[src/design/ddfc_pkg.sv]
// Shared types, codes and helpers of the display data fetcher cartridge.
`default_nettype none
package ddfc_pkg;

  localparam int unsigned ProgAw  = 13;
  localparam int unsigned DispAw  = 11;
  localparam int unsigned IdxW    = 3;
  localparam int unsigned CountW  = 11;
  localparam int unsigned Fetchers = 8;

  localparam logic [15:0] XnorTable = 16'h9669;

  localparam logic [11:0] Bank0Addr = 12'hFF8;
  localparam logic [11:0] Bank1Addr = 12'hFF9;

  localparam logic [2:0] RdRandom  = 3'd0;
  localparam logic [2:0] RdDisplay = 3'd1;
  localparam logic [2:0] RdMasked  = 3'd2;
  localparam logic [2:0] RdFlag    = 3'd7;

  localparam logic [2:0] WrTop     = 3'd0;
  localparam logic [2:0] WrBottom  = 3'd1;
  localparam logic [2:0] WrCountLo = 3'd2;
  localparam logic [2:0] WrCountHi = 3'd3;
  localparam logic [2:0] WrRandRst = 3'd6;

  typedef enum logic [1:0] {
    OP_READ  = 2'd0,
    OP_WRITE = 2'd1,
    OP_LOAD  = 2'd2,
    OP_NONE  = 2'd3
  } op_e;

  typedef enum logic [1:0] {
    SRC_CONST = 2'd0,
    SRC_PROG  = 2'd1,
    SRC_DISP  = 2'd2
  } src_e;

  typedef struct packed {
    logic            clk_rand;
    logic            fread;
    logic            fwrite;
    logic [IdxW-1:0] idx;
    logic [2:0]      fn;
    logic [7:0]      wdata;
  } fetch_req_t;

  typedef struct packed {
    logic [7:0]        rand_next;
    logic              flag_next;
    logic [CountW-1:0] count;
  } fetch_rsp_t;

  function automatic logic [7:0] lfsr_next(input logic [7:0] r);
    return {r[6:0], XnorTable[{r[7], r[5:3]}]};
  endfunction

endpackage
`default_nettype wire

[src/design/ddfc_fetchers.sv]
// Eight fetcher register sets and the random shift register.
`default_nettype none
module ddfc_fetchers (
  input  wire                       clk_i,
  input  wire                       rst_ni,
  input  wire                       fire_i,
  input  wire ddfc_pkg::fetch_req_t req_i,
  output ddfc_pkg::fetch_rsp_t      rsp_o
);

  logic [ddfc_pkg::CountW-1:0] count_q [ddfc_pkg::Fetchers];
  logic [7:0]                  top_q   [ddfc_pkg::Fetchers];
  logic [7:0]                  bot_q   [ddfc_pkg::Fetchers];
  logic [ddfc_pkg::Fetchers-1:0] flag_q;
  logic [7:0]                  rand_q;

  logic [ddfc_pkg::CountW-1:0] cnt_cur;
  logic                        flag_upd;
  logic [7:0]                  rand_clk;

  always_comb begin
    cnt_cur = count_q[req_i.idx];
    if (cnt_cur[7:0] == top_q[req_i.idx]) begin
      flag_upd = 1'b1;
    end else if (cnt_cur[7:0] == bot_q[req_i.idx]) begin
      flag_upd = 1'b0;
    end else begin
      flag_upd = flag_q[req_i.idx];
    end
    rand_clk = req_i.clk_rand ? ddfc_pkg::lfsr_next(rand_q) : rand_q;
  end

  assign rsp_o.rand_next = rand_clk;
  assign rsp_o.flag_next = flag_upd;
  assign rsp_o.count     = cnt_cur;

  always_ff @(posedge clk_i or negedge rst_ni) begin
    if (!rst_ni) begin
      for (int i = 0; i < ddfc_pkg::Fetchers; i++) begin
        count_q[i] <= '0;
        top_q[i]   <= '0;
        bot_q[i]   <= '0;
      end
      flag_q <= '0;
      rand_q <= 8'd1;
    end else if (fire_i) begin
      if (req_i.fwrite && (req_i.fn == ddfc_pkg::WrRandRst)) begin
        rand_q <= 8'd1;
      end else begin
        rand_q <= rand_clk;
      end
      if (req_i.fread) begin
        flag_q[req_i.idx] <= flag_upd;
        if (req_i.fn inside {ddfc_pkg::RdDisplay, ddfc_pkg::RdMasked, ddfc_pkg::RdFlag}) begin
          count_q[req_i.idx] <= cnt_cur - 11'd1;
        end
      end
      if (req_i.fwrite) begin
        case (req_i.fn)
          ddfc_pkg::WrTop:     top_q[req_i.idx] <= req_i.wdata;
          ddfc_pkg::WrBottom:  bot_q[req_i.idx] <= req_i.wdata;
          ddfc_pkg::WrCountLo: count_q[req_i.idx] <= {cnt_cur[10:8], req_i.wdata};
          ddfc_pkg::WrCountHi: begin
            count_q[req_i.idx] <= {req_i.wdata[2:0], cnt_cur[7:0]};
            flag_q[req_i.idx]  <= 1'b0;
          end
          default: ;
        endcase
      end
    end
  end

endmodule
`default_nettype wire

[config.mk]
export PLATFORM = sky130hd
export DESIGN_NAME = ddfc_fetchers
export DESIGN_NICKNAME = d
export VERILOG_FILES = /design/src/design/ddfc_pkg.sv /design/src/design/ddfc_fetchers.sv
export SDC_FILE = /design/constraint.sdc
export NUM_CORES = 1
export LEC_CHECK = 0
export BUFFER_PORTS_ARGS = -buffer_cell sky130_fd_sc_hd__buf_2
export CAP_MARGIN = 5
export CORE_MARGIN = 5
export CORE_UTILIZATION = 30
export CTS_CLUSTER_DIAMETER = 200
export DETAILED_ROUTE_END_ITERATION = 8
export GPL_TIMING_DRIVEN = 0
export PLACE_DENSITY = 0.42
export SLEW_MARGIN = 15
export SYNTH_ARGS = -nofsm -noshare
export SYNTH_HDL_FRONTEND = slang
export SYNTH_SLANG_ARGS = --single-unit
[constraint.sdc]
create_clock -name clk_i -period 2.5 [get_ports clk_i]
set_input_delay 0.125 -clock clk_i [delete_from_list [all_inputs] [get_ports clk_i]]
set_output_delay 0.125 -clock clk_i [all_outputs]
set_load 0.02 [all_outputs]
# Word level (Yosys, flattened, before mapping)
# Memories as Yosys holds them, arrays and structs flattened.
# Index checks and enable logic that the tools add are counted.
# W data, S select, Z words.
dict set report totals {
  reg_bits 232
  rom_bits 16
  input_bits 20
  elab_cells 87
  n_memories 1
}
dict set report op_classes {
  n_addsub 1
  magnitude_cmp 5
  n_eq_ne 7
  n_mux 37
  n_bitwise 3
  n_reduce_logical 7
}
# memory depth word_bits read_ports rd_clocked_by_memory_dff wr line
set mem_list {}
lappend mem_list {{(name not given)} 16 1 1 0 0 ddfc_pkg.sv:56} ;# return {r[6:0], XnorTable[{r[7], r[5:3]}]};
# op n
set ops {}
lappend ops {{$mux W88} 4}
lappend ops {{$bwmux W88} 3}
lappend ops {{$pmux W88 S2} 1}
lappend ops {{$bwmux W64} 2}
lappend ops {{$mux W8} 11}
lappend ops {{$bmux W8 S3} 2}
lappend ops {{$bmux W11 S3} 1}
lappend ops {{$demux W11 S3} 1}
lappend ops {{$mux W11} 3}
lappend ops {{$demux W8 S3} 1}
lappend ops {{$eq A8 B8 Y1} 2}
lappend ops {{$sub A11 B1 Y11 const B} 1}
lappend ops {{$and A8 B8 Y8} 1}
lappend ops {{$bwmux W8} 1}
lappend ops {{$not A8 Y8} 1}
lappend ops {{$eq A3 B2 Y1 const B} 2}
lappend ops {{$eq A3 B3 Y1 const B} 2}
lappend ops {{$reduce_and A3 Y1} 2}
lappend ops {{$lt A4 B5 Y1 const B} 1}
lappend ops {{$mux W1} 5}
lappend ops {{$ge A4 B4 Y1 const B} 1}
lappend ops {{$lt A3 B4 Y1 const B} 1}
lappend ops {{$lt A4 B1 Y1 const B} 1}
lappend ops {{$not A3 Y4} 1}
lappend ops {{other kinds (7)} 9}

# Depth between registers and ports, before layout
# Gate-level depths: netlist of the first run.
dict set report logic_depth {
  depth_word 13
  ltp_mapped 14
  mapped_depth_nobuf 11
}

# Worst setup path after synthesis of the first run
# Ideal clock, no wire load.
dict set report synth_timing {
  path_type {input to register}
  from {input req_i[11] in the netlist's numbering}
  to {register count_q[32] in the netlist's numbering}
  setup_ns 0.134
  arrival_ns 2.623
  setup_slack_ns -0.257
  path_stages 10
  path_buffers 5
  path_cell_list {buf_4 buf_6 buf_2 buf_2 buf_2 a2111oi_0 nor4_1 xor2_1 a31oi_1 o21ai_0}
}
# item line
set synth_rtl {}
lappend synth_rtl {{from (decl)} ddfc_fetchers.sv:7} ;# input wire ddfc_pkg::fetch_req_t req_i,
lappend synth_rtl {{to (signal, indexed assignment)} ddfc_fetchers.sv:55} ;# count_q[req_i.idx] <= cnt_cur - 11'd1;
lappend synth_rtl {{to (signal, indexed assignment)} ddfc_fetchers.sv:62} ;# ddfc_pkg::WrCountLo: count_q[req_i.idx] <= {cnt_cur[10:8], req_i.wdata};
lappend synth_rtl {{to (signal, indexed assignment)} ddfc_fetchers.sv:64} ;# count_q[req_i.idx] <= {req_i.wdata[2:0], cnt_cur[7:0]};
lappend synth_rtl {{to (decl)} ddfc_fetchers.sv:11} ;# logic [ddfc_pkg::CountW-1:0] count_q [ddfc_pkg::Fetchers];

# Worst setup path in the final report of the first run
dict set report layout_timing {
  from {register count_q[11] in the netlist's numbering}
  to {output rsp_o[11] in the netlist's numbering}
}
dict set report layout_between {
  elab_chain_len 6
  elab_cells_between_ends 7
  cone_classes {eq/ne: 2; mux: 5}
}
# item line
set layout_lines {}
lappend layout_lines {{$bmux W11 S3 *} ddfc_fetchers.sv:22} ;# cnt_cur = count_q[req_i.idx];
lappend layout_lines {{$mux W11 (not written as such) * (2 in a row)} ddfc_fetchers.sv:22}
lappend layout_lines {{$eq A8 B8 Y1} ddfc_fetchers.sv:25} ;# end else if (cnt_cur[7:0] == bot_q[req_i.idx]) begin
lappend layout_lines {{$mux W1} ddfc_fetchers.sv:25}
lappend layout_lines {{$mux W1 *} ddfc_fetchers.sv:23} ;# if (cnt_cur[7:0] == top_q[req_i.idx]) begin
lappend layout_lines {{to (decl)} ddfc_fetchers.sv:8} ;# output ddfc_pkg::fetch_rsp_t rsp_o
# Every way passes the cells marked *; elsewhere a longest branch is shown, timed or not. The select of a mux whose other input is x is not followed.

==> impl_metrics.csv, run 1 <==
group,metric,value,unit
outcome,outcome,"finished, violations left",
outcome,failed_checks,"setup timing",
route,wl_per_cell,26.5,um
timing,finalCriticalPeriod,3.20,ns
power_and_ir_drop,power_density,863,mW/mm^2
timing,clock_skew,0.0138,ns
critical_path,top_fanout_value_on_the_critical_path,3,
clocking,htree_num_levels,1,
clocking,cts_root_buf,"sky130_fd_sc_hd__clkbuf_16",
power_and_ir_drop,power.sequential.fraction,37.8,%
clocking,cts.reportedPaths.clkPinSlew,0.06,ns
logic_synthesis,portion_of_synthesized_cell_area_occupied_by_the_leading_cell_type,49.4,%
route,ant_nets,0,
floorplanning,fp.coreArea,0.0386,sq mm
floorplanning,dieArea,0.0430,sq mm
placed_design,setup_slack_placement,-1.53,ns
clocking,ctsLongestPathBuffers,3,
timing,final.setup.tns,-27.70,ns
logic_synthesis,post_synth_top_area_cell,"sky130_fd_sc_hd__dfrtp_1",
route,avgViaCountPerCell,5.45,
critical_path,worst_setup_path_startpoint,"count_q[11]",
clocking,clk-insertion-delay-late,0.58,ns
critical_path,critPathMostFrequentCell,"sky130_fd_sc_hd__buf_6",
timing,clock.fmax,313,MHz
final_layout,layout.nets,1186,
logic_synthesis,synth_enable_flop_cells,0,
critical_path,crit_end_element,"primary output",
critical_path,cp.arrival,3.07,ns
placed_design,dp_hpwl,30000,um
clocking,clock_sinks,232,
critical_path,worst_path_dominant_cell_family,"multiplexers",
clocking,tritoncts,"built",
route,routed-via-count,9284,
logic_synthesis,syn_inst,1040,
critical_path,cp_num_buf_inv,2,
logic_synthesis,ys.warnings.count,0,
global_route,grt_antenna_before_repair,1,
route,drtPass1Iterations,5,
floorplanning,start_util,30.3,%
critical_path,rr_endpoint,"count_q[87]",
critical_path,crit_path_max_incr_delay,0.57,ns
floorplanning,die_h,207,um
clocking,cts-buffers-inserted,28,
critical_path,timing.critical_path.required,2.38,ns
timing,relSlewSlack,26.8,%
power_and_ir_drop,cell_internal_pwr,8690,uW
final_layout,flow.area_growth_from_synthesis,26.1,%
logic_synthesis,synth_seq_area_share,49.6,%
logic_synthesis,mappedNetlistArea,0.0117,sq mm
final_layout,final-instance-count-excl-fill,1705,
route,first_iter_violations,599,
timing,finalSetupViolations,82,
critical_path,worst_path_max_delay_cell,"sky130_fd_sc_hd__mux4_2",
timing,rsz_0062_raised_after_global_routing,"true",
power_and_ir_drop,p_switching,4050,uW
power_and_ir_drop,clock_power_share,34.0,%
logic_synthesis,synth.ff_latch_count,232,
power_and_ir_drop,leakage,0.00650,uW
timing,tightest_slew,1.09,ns
route,final_wl,45100,um
placed_design,dp_cells,1597,
critical_path,critical_path.startpoint_type,"flop",
critical_path,worstReg2RegStart,"count_q[11]",
timing,timing.final.hold_violations,0,
logic_synthesis,netlist-cell-type-count,74,
route,remaining_drc_errors,0,
global_route,grt_max_degree,95,
logic_synthesis,synth_top_flop_cell,"sky130_fd_sc_hd__dfrtp_1",
timing,final_cycle_share,128,%
critical_path,timing.critical_path.depth,8,
critical_path,worstSetupEndpoint,"rsp_o[11]",
power_and_ir_drop,power.share.switching,31.8,%
logic_synthesis,netlist_top_cells_area,"sky130_fd_sc_hd__dfrtp_1, sky130_fd_sc_hd__mux2_2, sky130_fd_sc_hd__nand2_1, sky130_fd_sc_hd__o21ai_0, sky130_fd_sc_hd__mux4_2",
critical_path,reg2reg_setup_slack,-0.66,ns
placed_design,port-buffer-count,36,
logic_synthesis,total_nets_after_synthesis,1061,
floorplanning,die_width,207,um
floorplanning,floorplan.rows,72,
placed_design,dpl_cell_area,0.0127,sq mm
critical_path,worst-r2r-cell-count,12,
placed_design,gp_routability_congestion,0.861,
global_route,grt_overall_usage,20.6,%
logic_synthesis,synth_area_per_cell,11.2,sq um
final_layout,fin_util,38.2,%
final_layout,post-route-cell-area,0.0148,sq mm
timing,layout_setup_ws,-0.695,ns
final_layout,fraction_of_layout_cells_with_a_size_suffix_above_1,36.3,%
run,cap_viol_max_count,0,
power_and_ir_drop,p_comb_share,28.1,%
power_and_ir_drop,ir_drop,0.512,mV
critical_path,crit_chain,"mux2_2, mux4_2, a21oi_4, xnor2_1, or4_4, o22ai_4, buf_6, buf_6",
timing,final-max-slew-violation-count,0,
critical_path,crit_type,"reg2out",
logic_synthesis,synth_async_sr_flop_share,100,%
global_route,grt.overflow.total,0,
worst_hold_path,hold_class,"in2reg",
global_route,grt_pass1_wl,67300,um
global_route,grt_pass1_vias,9650,
floorplanning,io_pins,40,
[cells by family after synthesis]
logic type	count (synthesis)	synth area share (%)
xor gates and xnor gates	29	2.17
buffers and inverters	79	3.08
DFF	232	49.6
and+or+nand+nor	262	10.4
muxes	192	20.3
AOI/OAI and AO/OA	245	14.3
adders and majority gates	1	0.107
[placed cells by master (no fill, tap or decap), types with 5 or more instances in the layout]
cell                              n
sky130_fd_sc_hd__a211oi_1         8
sky130_fd_sc_hd__a21oi_1         16
sky130_fd_sc_hd__a21oi_2          8
sky130_fd_sc_hd__a221o_1          5
sky130_fd_sc_hd__a221oi_1        14
sky130_fd_sc_hd__a22o_1          12
sky130_fd_sc_hd__a22oi_1         17
sky130_fd_sc_hd__a32o_1           8
sky130_fd_sc_hd__and2_1           6
sky130_fd_sc_hd__and3_1           5
sky130_fd_sc_hd__buf_2           38
sky130_fd_sc_hd__buf_4           42
sky130_fd_sc_hd__buf_6           17
sky130_fd_sc_hd__clkbuf_1        34
sky130_fd_sc_hd__clkbuf_16       28
sky130_fd_sc_hd__clkbuf_4         7
sky130_fd_sc_hd__clkbuf_8         5
sky130_fd_sc_hd__clkinv_2         7
sky130_fd_sc_hd__dfrtp_1        231
sky130_fd_sc_hd__dlygate4sd3_1    7
sky130_fd_sc_hd__inv_1           16
sky130_fd_sc_hd__mux2_2         144
sky130_fd_sc_hd__mux2i_1         22
sky130_fd_sc_hd__mux4_2          21
sky130_fd_sc_hd__nand2_1        121
sky130_fd_sc_hd__nand2_2          8
sky130_fd_sc_hd__nand3_1         18
sky130_fd_sc_hd__nor2_1          43
sky130_fd_sc_hd__nor2_2           9
sky130_fd_sc_hd__nor2b_1          7
sky130_fd_sc_hd__nor3_1           6
sky130_fd_sc_hd__o21ai_0         39
sky130_fd_sc_hd__o21ai_1         41
sky130_fd_sc_hd__o21ai_2         15
sky130_fd_sc_hd__o22ai_1          9
sky130_fd_sc_hd__xnor2_1         15
sky130_fd_sc_hd__xor2_1           6
[stage by stage]
stage               hold WS (ns)  total power (uW)
CTS                       0.0143             12600
finish                    0.0378             12700
detailed placement        0.0897              7510
floorplan                 -0.171              6550
global route              0.0328             13400
global placement           0.455              7470
[how the worst min path moves through the flow]
stage,startpoint,endpoint,slack [ns],depth (start not counted)
2_1_floorplan,rst_ni,bot_q[0],-0.17,0
3_3_place_gp,count_q[46],count_q[46],0.45,2
3_5_place_dp,rst_ni,count_q[50],0.09,1
4_1_cts,req_i[6],top_q[6],0.01,2
5_1_grt,req_i[6],top_q[6],0.03,2
6_report,req_i[6],top_q[6],0.04,2
[routing by layer]
metal / vias to the layer above / routed length (um) / global-route usage, %
met5: - / 0 / 0
met3: 89 / 1780 / 2.80
met4: 0 / 1550 / 5.63
li1: 4085 / - / -
met2: 247 / 20900 / 33.5
met1: 4863 / 20800 / 29.0
[Yosys cell counts, drive strengths merged, types with 21 or more instances]
cell type and count:
mux2i 26, buf 28, dfrtp 231, xnor2 21, o21ai 96, nor2 53, a21oi 27, clkbuf 31
nand3 21, mux4 21, mux2 145, nand2 129
[repair_timing]
item | CTS | global route
gates resized for setup | 127 | 69
buffers inserted | 43 | 11
endpoints found under the hold margin | 169 | 0
setup endpoints to repair | 136 | 110
pin swaps | 26 | 33
hold buffers | 7 | 0
[power by group through the flow]
| stage | logic (uW) | clock network (uW) | registers, uW |
|---|---|---|---|
| after detailed placement | 2650 | 0 | 4860 |
| after floorplan | 1820 | 0 | 4730 |
| final | 3580 | 4340 | 4820 |
| after global placement | 2610 | 0 | 4860 |
| after global routing | 3860 | 4600 | 4900 |
| after CTS | 3390 | 4440 | 4820 |
[area by class of cell]
type                            count  area (sq um)
Fill cell                        3849         23900
Multi-Input combinational cell    729          6130
Sequential cell                   232          5810
Clock buffer                       39           792
Timing Repair Buffer               95           772
Tap cell                          518           648
Buffer                             59           339
Clock inverter                     12           185
Inverter                           20          80.1
Antenna cell                        1          2.50
[state kept, by name, summed over array words and instances (netlist names)]
name and cells:
flag_q 8, bot_q 64, top_q 64, count_q 88, rand_q 8
[worst register-to-register path: stages (launching register included)]
cell and delay, ns:
sky130_fd_sc_hd__dfrtp_1 0.38, sky130_fd_sc_hd__mux2_2 0.27, sky130_fd_sc_hd__mux4_2 0.57, sky130_fd_sc_hd__a21oi_4 0.21
sky130_fd_sc_hd__buf_4 0.14, sky130_fd_sc_hd__buf_6 0.12, sky130_fd_sc_hd__ha_4 0.16, sky130_fd_sc_hd__nand3_4 0.07
sky130_fd_sc_hd__nor3_4 0.20, sky130_fd_sc_hd__nor3b_4 0.32, sky130_fd_sc_hd__xor2_2 0.24, sky130_fd_sc_hd__a31oi_4 0.15
sky130_fd_sc_hd__o41ai_2 0.24
Note: power is estimated with default switching activity, not from simulation.
==> inputs of run 2 (changes only) <==
SKIP_LAST_GASP = 1   (was not set)
==> impl_metrics.csv, run 2 (same netlist as run 1, synthesis figures left out) <==
group,metric,value,unit
critical_path,worst-r2r-cell-count,12,
clocking,cts_root_buf,"sky130_fd_sc_hd__clkbuf_16",
placed_design,port-buffer-count,36,
clocking,clock_sinks,232,
critical_path,cp.arrival,3.08,ns
timing,relSlewSlack,27.2,%
timing,final.setup.tns,-33.47,ns
critical_path,crit_path_max_incr_delay,0.56,ns
global_route,grt_antenna_before_repair,1,
final_layout,final-instance-count-excl-fill,1705,
floorplanning,io_pins,40,
critical_path,timing.critical_path.depth,8,
clocking,clk-insertion-delay-late,0.58,ns
timing,final-max-slew-violation-count,0,
global_route,grt.overflow.total,0,
critical_path,worstReg2RegStart,"count_q[11]",
run,cap_viol_max_count,0,
critical_path,crit_chain,"mux2_2, mux4_2, a21oi_4, xnor2_1, or4_4, o22ai_4, buf_6, buf_6",
floorplanning,die_h,207,um
power_and_ir_drop,p_total,12800,uW
critical_path,crit_end_element,"primary output",
timing,clock.fmax,312,MHz
route,final_wl,45200,um
route,wl_per_cell,26.5,um
critical_path,rr_endpoint,"count_q[87]",
route,ant_nets,0,
global_route,grt_pass1_vias,9643,
power_and_ir_drop,ir_drop,0.518,mV
final_layout,layout_common_cells,"sky130_fd_sc_hd__dfrtp_1, sky130_fd_sc_hd__mux2_2, sky130_fd_sc_hd__nand2_1",
power_and_ir_drop,leakage,0.00651,uW
timing,finalSetupViolations,82,
final_layout,antenna_cells_inserted,0,
placed_design,dp_cells,1597,
global_route,grt_max_degree,95,
critical_path,worstSetupEndpoint,"rsp_o[11]",
clocking,cts.reportedPaths.clkPinSlew,0.06,ns
route,routed-via-count,9322,
outcome,outcome,"finished, violations left",
clocking,ctsLongestPathBuffers,3,
critical_path,crit_type,"reg2out",
final_layout,flow.area_growth_from_synthesis,26.2,%
critical_path,reg2reg_setup_slack,-0.69,ns
timing,final_cycle_share,128,%
critical_path,worst_path_max_delay_cell,"sky130_fd_sc_hd__mux4_2",
critical_path,cp_num_buf_inv,2,
final_layout,layout.nets,1187,
final_layout,mostFrequentLayoutCell,"sky130_fd_sc_hd__dfrtp_1",
final_layout,final.fill_count,3853,
route,remaining_drc_errors,0,
power_and_ir_drop,power_density,865,mW/mm^2
final_layout,largest_register_ffs,88,
floorplanning,floorplan.rows,72,
final_layout,largest-register,"count_q",
critical_path,critPathMostFrequentCell,"sky130_fd_sc_hd__buf_6",
clocking,tritoncts,"built",
final_layout,largestRegisters,"count_q (88), bot_q (64), top_q (64)",
global_route,grt_overall_usage,20.6,%
placed_design,gp_routability_congestion,0.861,
critical_path,worst_setup_path_startpoint,"count_q[11]",
floorplanning,start_util,30.3,%
floorplanning,dieArea,0.0430,sq mm
critical_path,timing.critical_path.required,2.38,ns
timing,finalCriticalPeriod,3.21,ns
route,drtPass1Iterations,5,
timing,clock_skew,0.0130,ns
clocking,cts-buffers-inserted,28,
outcome,failed_checks,"setup timing",
timing,tightest_slew,1.09,ns
route,avgViaCountPerCell,5.47,
timing,timing.final.hold_violations,0,
worst_hold_path,hold_class,"in2reg",
floorplanning,die_width,207,um
timing,hold-worst-slack,0.0380,ns
timing,rsz_0062_raised_after_global_routing,"true",
critical_path,top_fanout_value_on_the_critical_path,3,
floorplanning,fp.coreArea,0.0386,sq mm
global_route,grt_pass1_wl,67200,um
critical_path,critical_path.startpoint_type,"flop",
placed_design,dp_hpwl,30000,um
timing,layout_setup_ws,-0.707,ns
clocking,htree_num_levels,1,
final_layout,fraction_of_layout_cells_with_a_size_suffix_above_1,36.1,%
critical_path,worst_path_dominant_cell_family,"multiplexers",
route,first_iter_violations,537,
==> run 2: worst reg2reg max path: stages, from the launching register on <==
cell                      delay [ns]
sky130_fd_sc_hd__dfrtp_1        0.38
sky130_fd_sc_hd__mux2_2         0.27
sky130_fd_sc_hd__mux4_2         0.56
sky130_fd_sc_hd__a21oi_4        0.21
sky130_fd_sc_hd__buf_4          0.14
sky130_fd_sc_hd__buf_6          0.13
sky130_fd_sc_hd__ha_4           0.16
sky130_fd_sc_hd__nand3_4        0.08
sky130_fd_sc_hd__nor3_4         0.22
sky130_fd_sc_hd__nor3b_4        0.32
sky130_fd_sc_hd__xor2_2         0.24
sky130_fd_sc_hd__a31oi_4        0.15
sky130_fd_sc_hd__o41ai_2        0.24
==> run 2: area by class of cell <==
cell class	count	area (sq um)	area share (%)
flip-flops and latches	232	5810	39.3
clock inverters	12	185	1.25
multi-input cells	729	6130	41.5
repair buffers	96	788	5.34
plain buffers	59	339	2.30
clock buffers	39	792	5.36
well taps	518	648	4.39
inverters	20	80.1	0.542
==> run 2: report_power, final <==
group	switching [uW]	leakage, uW	total, uW	internal, uW
Sequential	393	0.00308	4820	4430
Clock	1730	0.000483	4360	2630
Combinational	1950	0.00294	3590	1640
Total	4070	0.00651	12800	8700
==> run 2: stage by stage <==
step	setup slack [ns]	util, %	cell area (sq um)
6_report	-0.707	38.2	14800
5_1_grt	-0.809	38.2	14800
2_1_floorplan	-0.166	-	11800
3_5_place_dp	-1.53	32.8	12700
4_1_cts	-0.749	37.5	14500
3_3_place_gp	-3.29	32.6	12600
==> run 2: how the worst min path moves through the flow <==
stage,from,end,slack [ns],cells past startpoint
global placement,count_q[46],count_q[46],0.45,2
detailed placement,rst_ni,count_q[50],0.09,1
global route,req_i[6],top_q[6],0.03,2
CTS,req_i[6],top_q[6],0.01,2
finish,req_i[6],top_q[6],0.04,2
floorplan,rst_ni,bot_q[0],-0.17,0
==> run 2: repair_timing <==
| item | in CTS | in global routing |
|---|---|---|
| gates resized for setup | 109 | 79 |
| hold endpoints to repair | 169 | 0 |
| hold buffers | 7 | 0 |
| pin swaps | 26 | 31 |
| setup endpoints to repair | 136 | 110 |
| buffers inserted | 43 | 12 |
==> run 2: metal layers <==
metal / up-vias / routed length (um) / GRT usage, %
met5: - / 0 / 0
met4: 0 / 1490 / 6.16
met3: 94 / 2180 / 2.92
met2: 295 / 20900 / 33.3
met1: 4837 / 20600 / 28.9
li1: 4096 / - / -
==> inputs of run 3 (changes only) <==
CTS_CLUSTER_SIZE = 28   (was not set)
PLACE_DENSITY = 0.4   (was 0.42)
clock period = 3.3 ns   (was 2.5 ns; I/O delays follow)
==> impl_metrics.csv, run 3 (same netlist as run 1, synthesis figures left out) <==
group,metric,value,unit
outcome,outcome,"complete, no violations",
floorplanning,die_width,207,um
clocking,clk-insertion-delay-late,0.51,ns
final_layout,largest-register,"count_q",
floorplanning,start_util,30.3,%
worst_hold_path,holdCritStartpoint,"req_i[4]",
clocking,clock_sinks,232,
route,wl_per_cell,27.2,um
floorplanning,dieArea,0.0430,sq mm
critical_path,critical_path.startpoint_type,"flop",
critical_path,cp.arrival,3.13,ns
route,first_iter_violations,618,
route,remaining_drc_errors,0,
timing,clock.fmax,304,MHz
clocking,cts.reportedPaths.clkPinSlew,0.12,ns
placed_design,dp_hpwl,30400,um
clocking,ctsLongestPathBuffers,3,
global_route,grt_overall_usage,20.2,%
final_layout,layout.nets,1134,
route,drtPass1Iterations,5,
floorplanning,floorplan.rows,72,
final_layout,final.fill_count,3922,
route,ant_nets,0,
power_and_ir_drop,ir_drop,0.378,mV
final_layout,flow.area_growth_from_synthesis,14.9,%
route,avgViaCountPerCell,5.49,
route,routed-via-count,8970,
floorplanning,io_pins,40,
placed_design,dp_cells,1597,
global_route,grt_pass1_wl,65700,um
timing,final.setup.tns,0,ns
timing,clock_skew,0.0461,ns
power_and_ir_drop,power_density,569,mW/mm^2
final_layout,largestRegisters,"count_q (88), bot_q (64), top_q (64)",
clocking,htree_num_levels,1,
worst_hold_path,hold_class,"in2reg",
timing,finalCriticalPeriod,3.29,ns
final_layout,layout_common_cells,"sky130_fd_sc_hd__dfrtp_1, sky130_fd_sc_hd__mux2_2, sky130_fd_sc_hd__nand2_1",
critical_path,top_fanout_value_on_the_critical_path,3,
critical_path,worstReg2RegStart,"count_q[11]",
final_layout,antenna_cells_inserted,0,
final_layout,final-instance-count-excl-fill,1634,
clocking,tritoncts,"built",
floorplanning,die_h,207,um
run,cap_viol_max_count,0,
timing,finalSetupViolations,0,
timing,hold-worst-slack,0.100,ns
timing,tightest_slew,1.14,ns
timing,final-max-slew-violation-count,0,
power_and_ir_drop,leakage,0.00591,uW
global_route,grt_antenna_before_repair,1,
critical_path,worst_setup_path_startpoint,"count_q[11]",
final_layout,largest_register_ffs,88,
global_route,grt_max_degree,90,
critical_path,crit_end_element,"primary output",
timing,final_cycle_share,99.7,%
placed_design,port-buffer-count,36,
critical_path,timing.critical_path.required,3.13,ns
placed_design,gp_routability_congestion,0.870,
critical_path,crit_type,"reg2out",
route,final_wl,44400,um
timing,timing.final.hold_violations,0,
clocking,cts_root_buf,"sky130_fd_sc_hd__clkbuf_16",
global_route,grt.overflow.total,0,
timing,rsz_0062_raised_after_global_routing,"true",
floorplanning,fp.coreArea,0.0386,sq mm
timing,relSlewSlack,23.5,%
clocking,cts-buffers-inserted,12,
final_layout,mostFrequentLayoutCell,"sky130_fd_sc_hd__dfrtp_1",
final_layout,fraction_of_layout_cells_with_a_size_suffix_above_1,28.0,%
global_route,grt_pass1_vias,9211,
==> run 3: changes by cell type in the layout (fill, tap and decap cells not counted), moves of 6 or more <==
cell / before / now
sky130_fd_sc_hd__nand2_2: 7 / 0
sky130_fd_sc_hd__nor2_2: 9 / 2
sky130_fd_sc_hd__o21ai_2: 14 / 0
sky130_fd_sc_hd__nor2_1: 43 / 50
sky130_fd_sc_hd__o21ai_1: 38 / 2
sky130_fd_sc_hd__clkbuf_16: 28 / 13
sky130_fd_sc_hd__buf_6: 16 / 7
sky130_fd_sc_hd__a21oi_1: 17 / 24
sky130_fd_sc_hd__nand2_1: 122 / 129
sky130_fd_sc_hd__clkinv_2: 7 / 0
sky130_fd_sc_hd__buf_4: 43 / 23
sky130_fd_sc_hd__o21ai_0: 43 / 93
sky130_fd_sc_hd__dlygate4sd3_1: 7 / 1
==> run 3: area by class of cell <==
type	count	area [sq um]	area share, %
plain buffers	57	315	2.35
well taps	518	648	4.82
flip-flops and latches	232	5810	43.2
inverters	20	82.6	0.614
clock buffers	16	337	2.50
clock inverters	1	20.0	0.149
repair buffers	61	459	3.42
multi-input cells	729	5770	42.9
==> run 3: through the flow <==
stage | area, sq um | power (uW) | setup slack (ns) | util, %
after global placement | 12500 | 5610 | -2.60 | 32.4
after CTS | 13200 | 7550 | -0.104 | 34.1
final | 13400 | 7650 | 0.00859 | 34.8
after detailed placement | 12600 | 5640 | -1.03 | 32.6
after floorplan | 11700 | 4910 | 0.503 | -
after global routing | 13400 | 8020 | -0.0466 | 34.8
==> run 3: path summary, 6_finish.rpt <==
check,slack (ns),end,cells past startpoint
worst max-delay path,0.009,rsp_o[11],8
worst min-delay path,0.10,top_q[52],2
worst max register to register,0.07,count_q[87],11
worst min register to register,0.49,count_q[6],2
max in group asynchronous,1.82,bot_q[39],4
min in group asynchronous,0.15,count_q[50],2
==> run 3: power by group <==
part	switching, uW	internal, uW
combinational	1300	949
sequential	295	3350
clock	1010	744
total	2610	5040
==> run 3: repair_timing <==
item                                   4_1_cts  5_1_grt
setup endpoints to repair                   37       40
endpoints found under the hold margin       55        0
pin swaps                                    2       12
hold buffers                                 1        0
setup buffers                                8       15
resized for setup                           34       35
==> run 3: metal layers <==
layer  global-route usage (%)  wire length, um  vias up
li1                         -                -     3957
met1                     28.5            20400     4721
met2                     33.8            21200      233
met3                     1.86             1580       59
met4                     4.72             1210        0
met5                        0                0        -
==> run 3: critical path, stage by stage, from the launching register on <==
cell,delay (ns)
sky130_fd_sc_hd__dfrtp_1,0.40
sky130_fd_sc_hd__mux2_2,0.27
sky130_fd_sc_hd__mux4_2,0.56
sky130_fd_sc_hd__a21oi_4,0.20
sky130_fd_sc_hd__buf_4,0.16
sky130_fd_sc_hd__xnor2_1,0.08
sky130_fd_sc_hd__or4_4,0.55
sky130_fd_sc_hd__o22ai_4,0.24
sky130_fd_sc_hd__buf_6,0.16
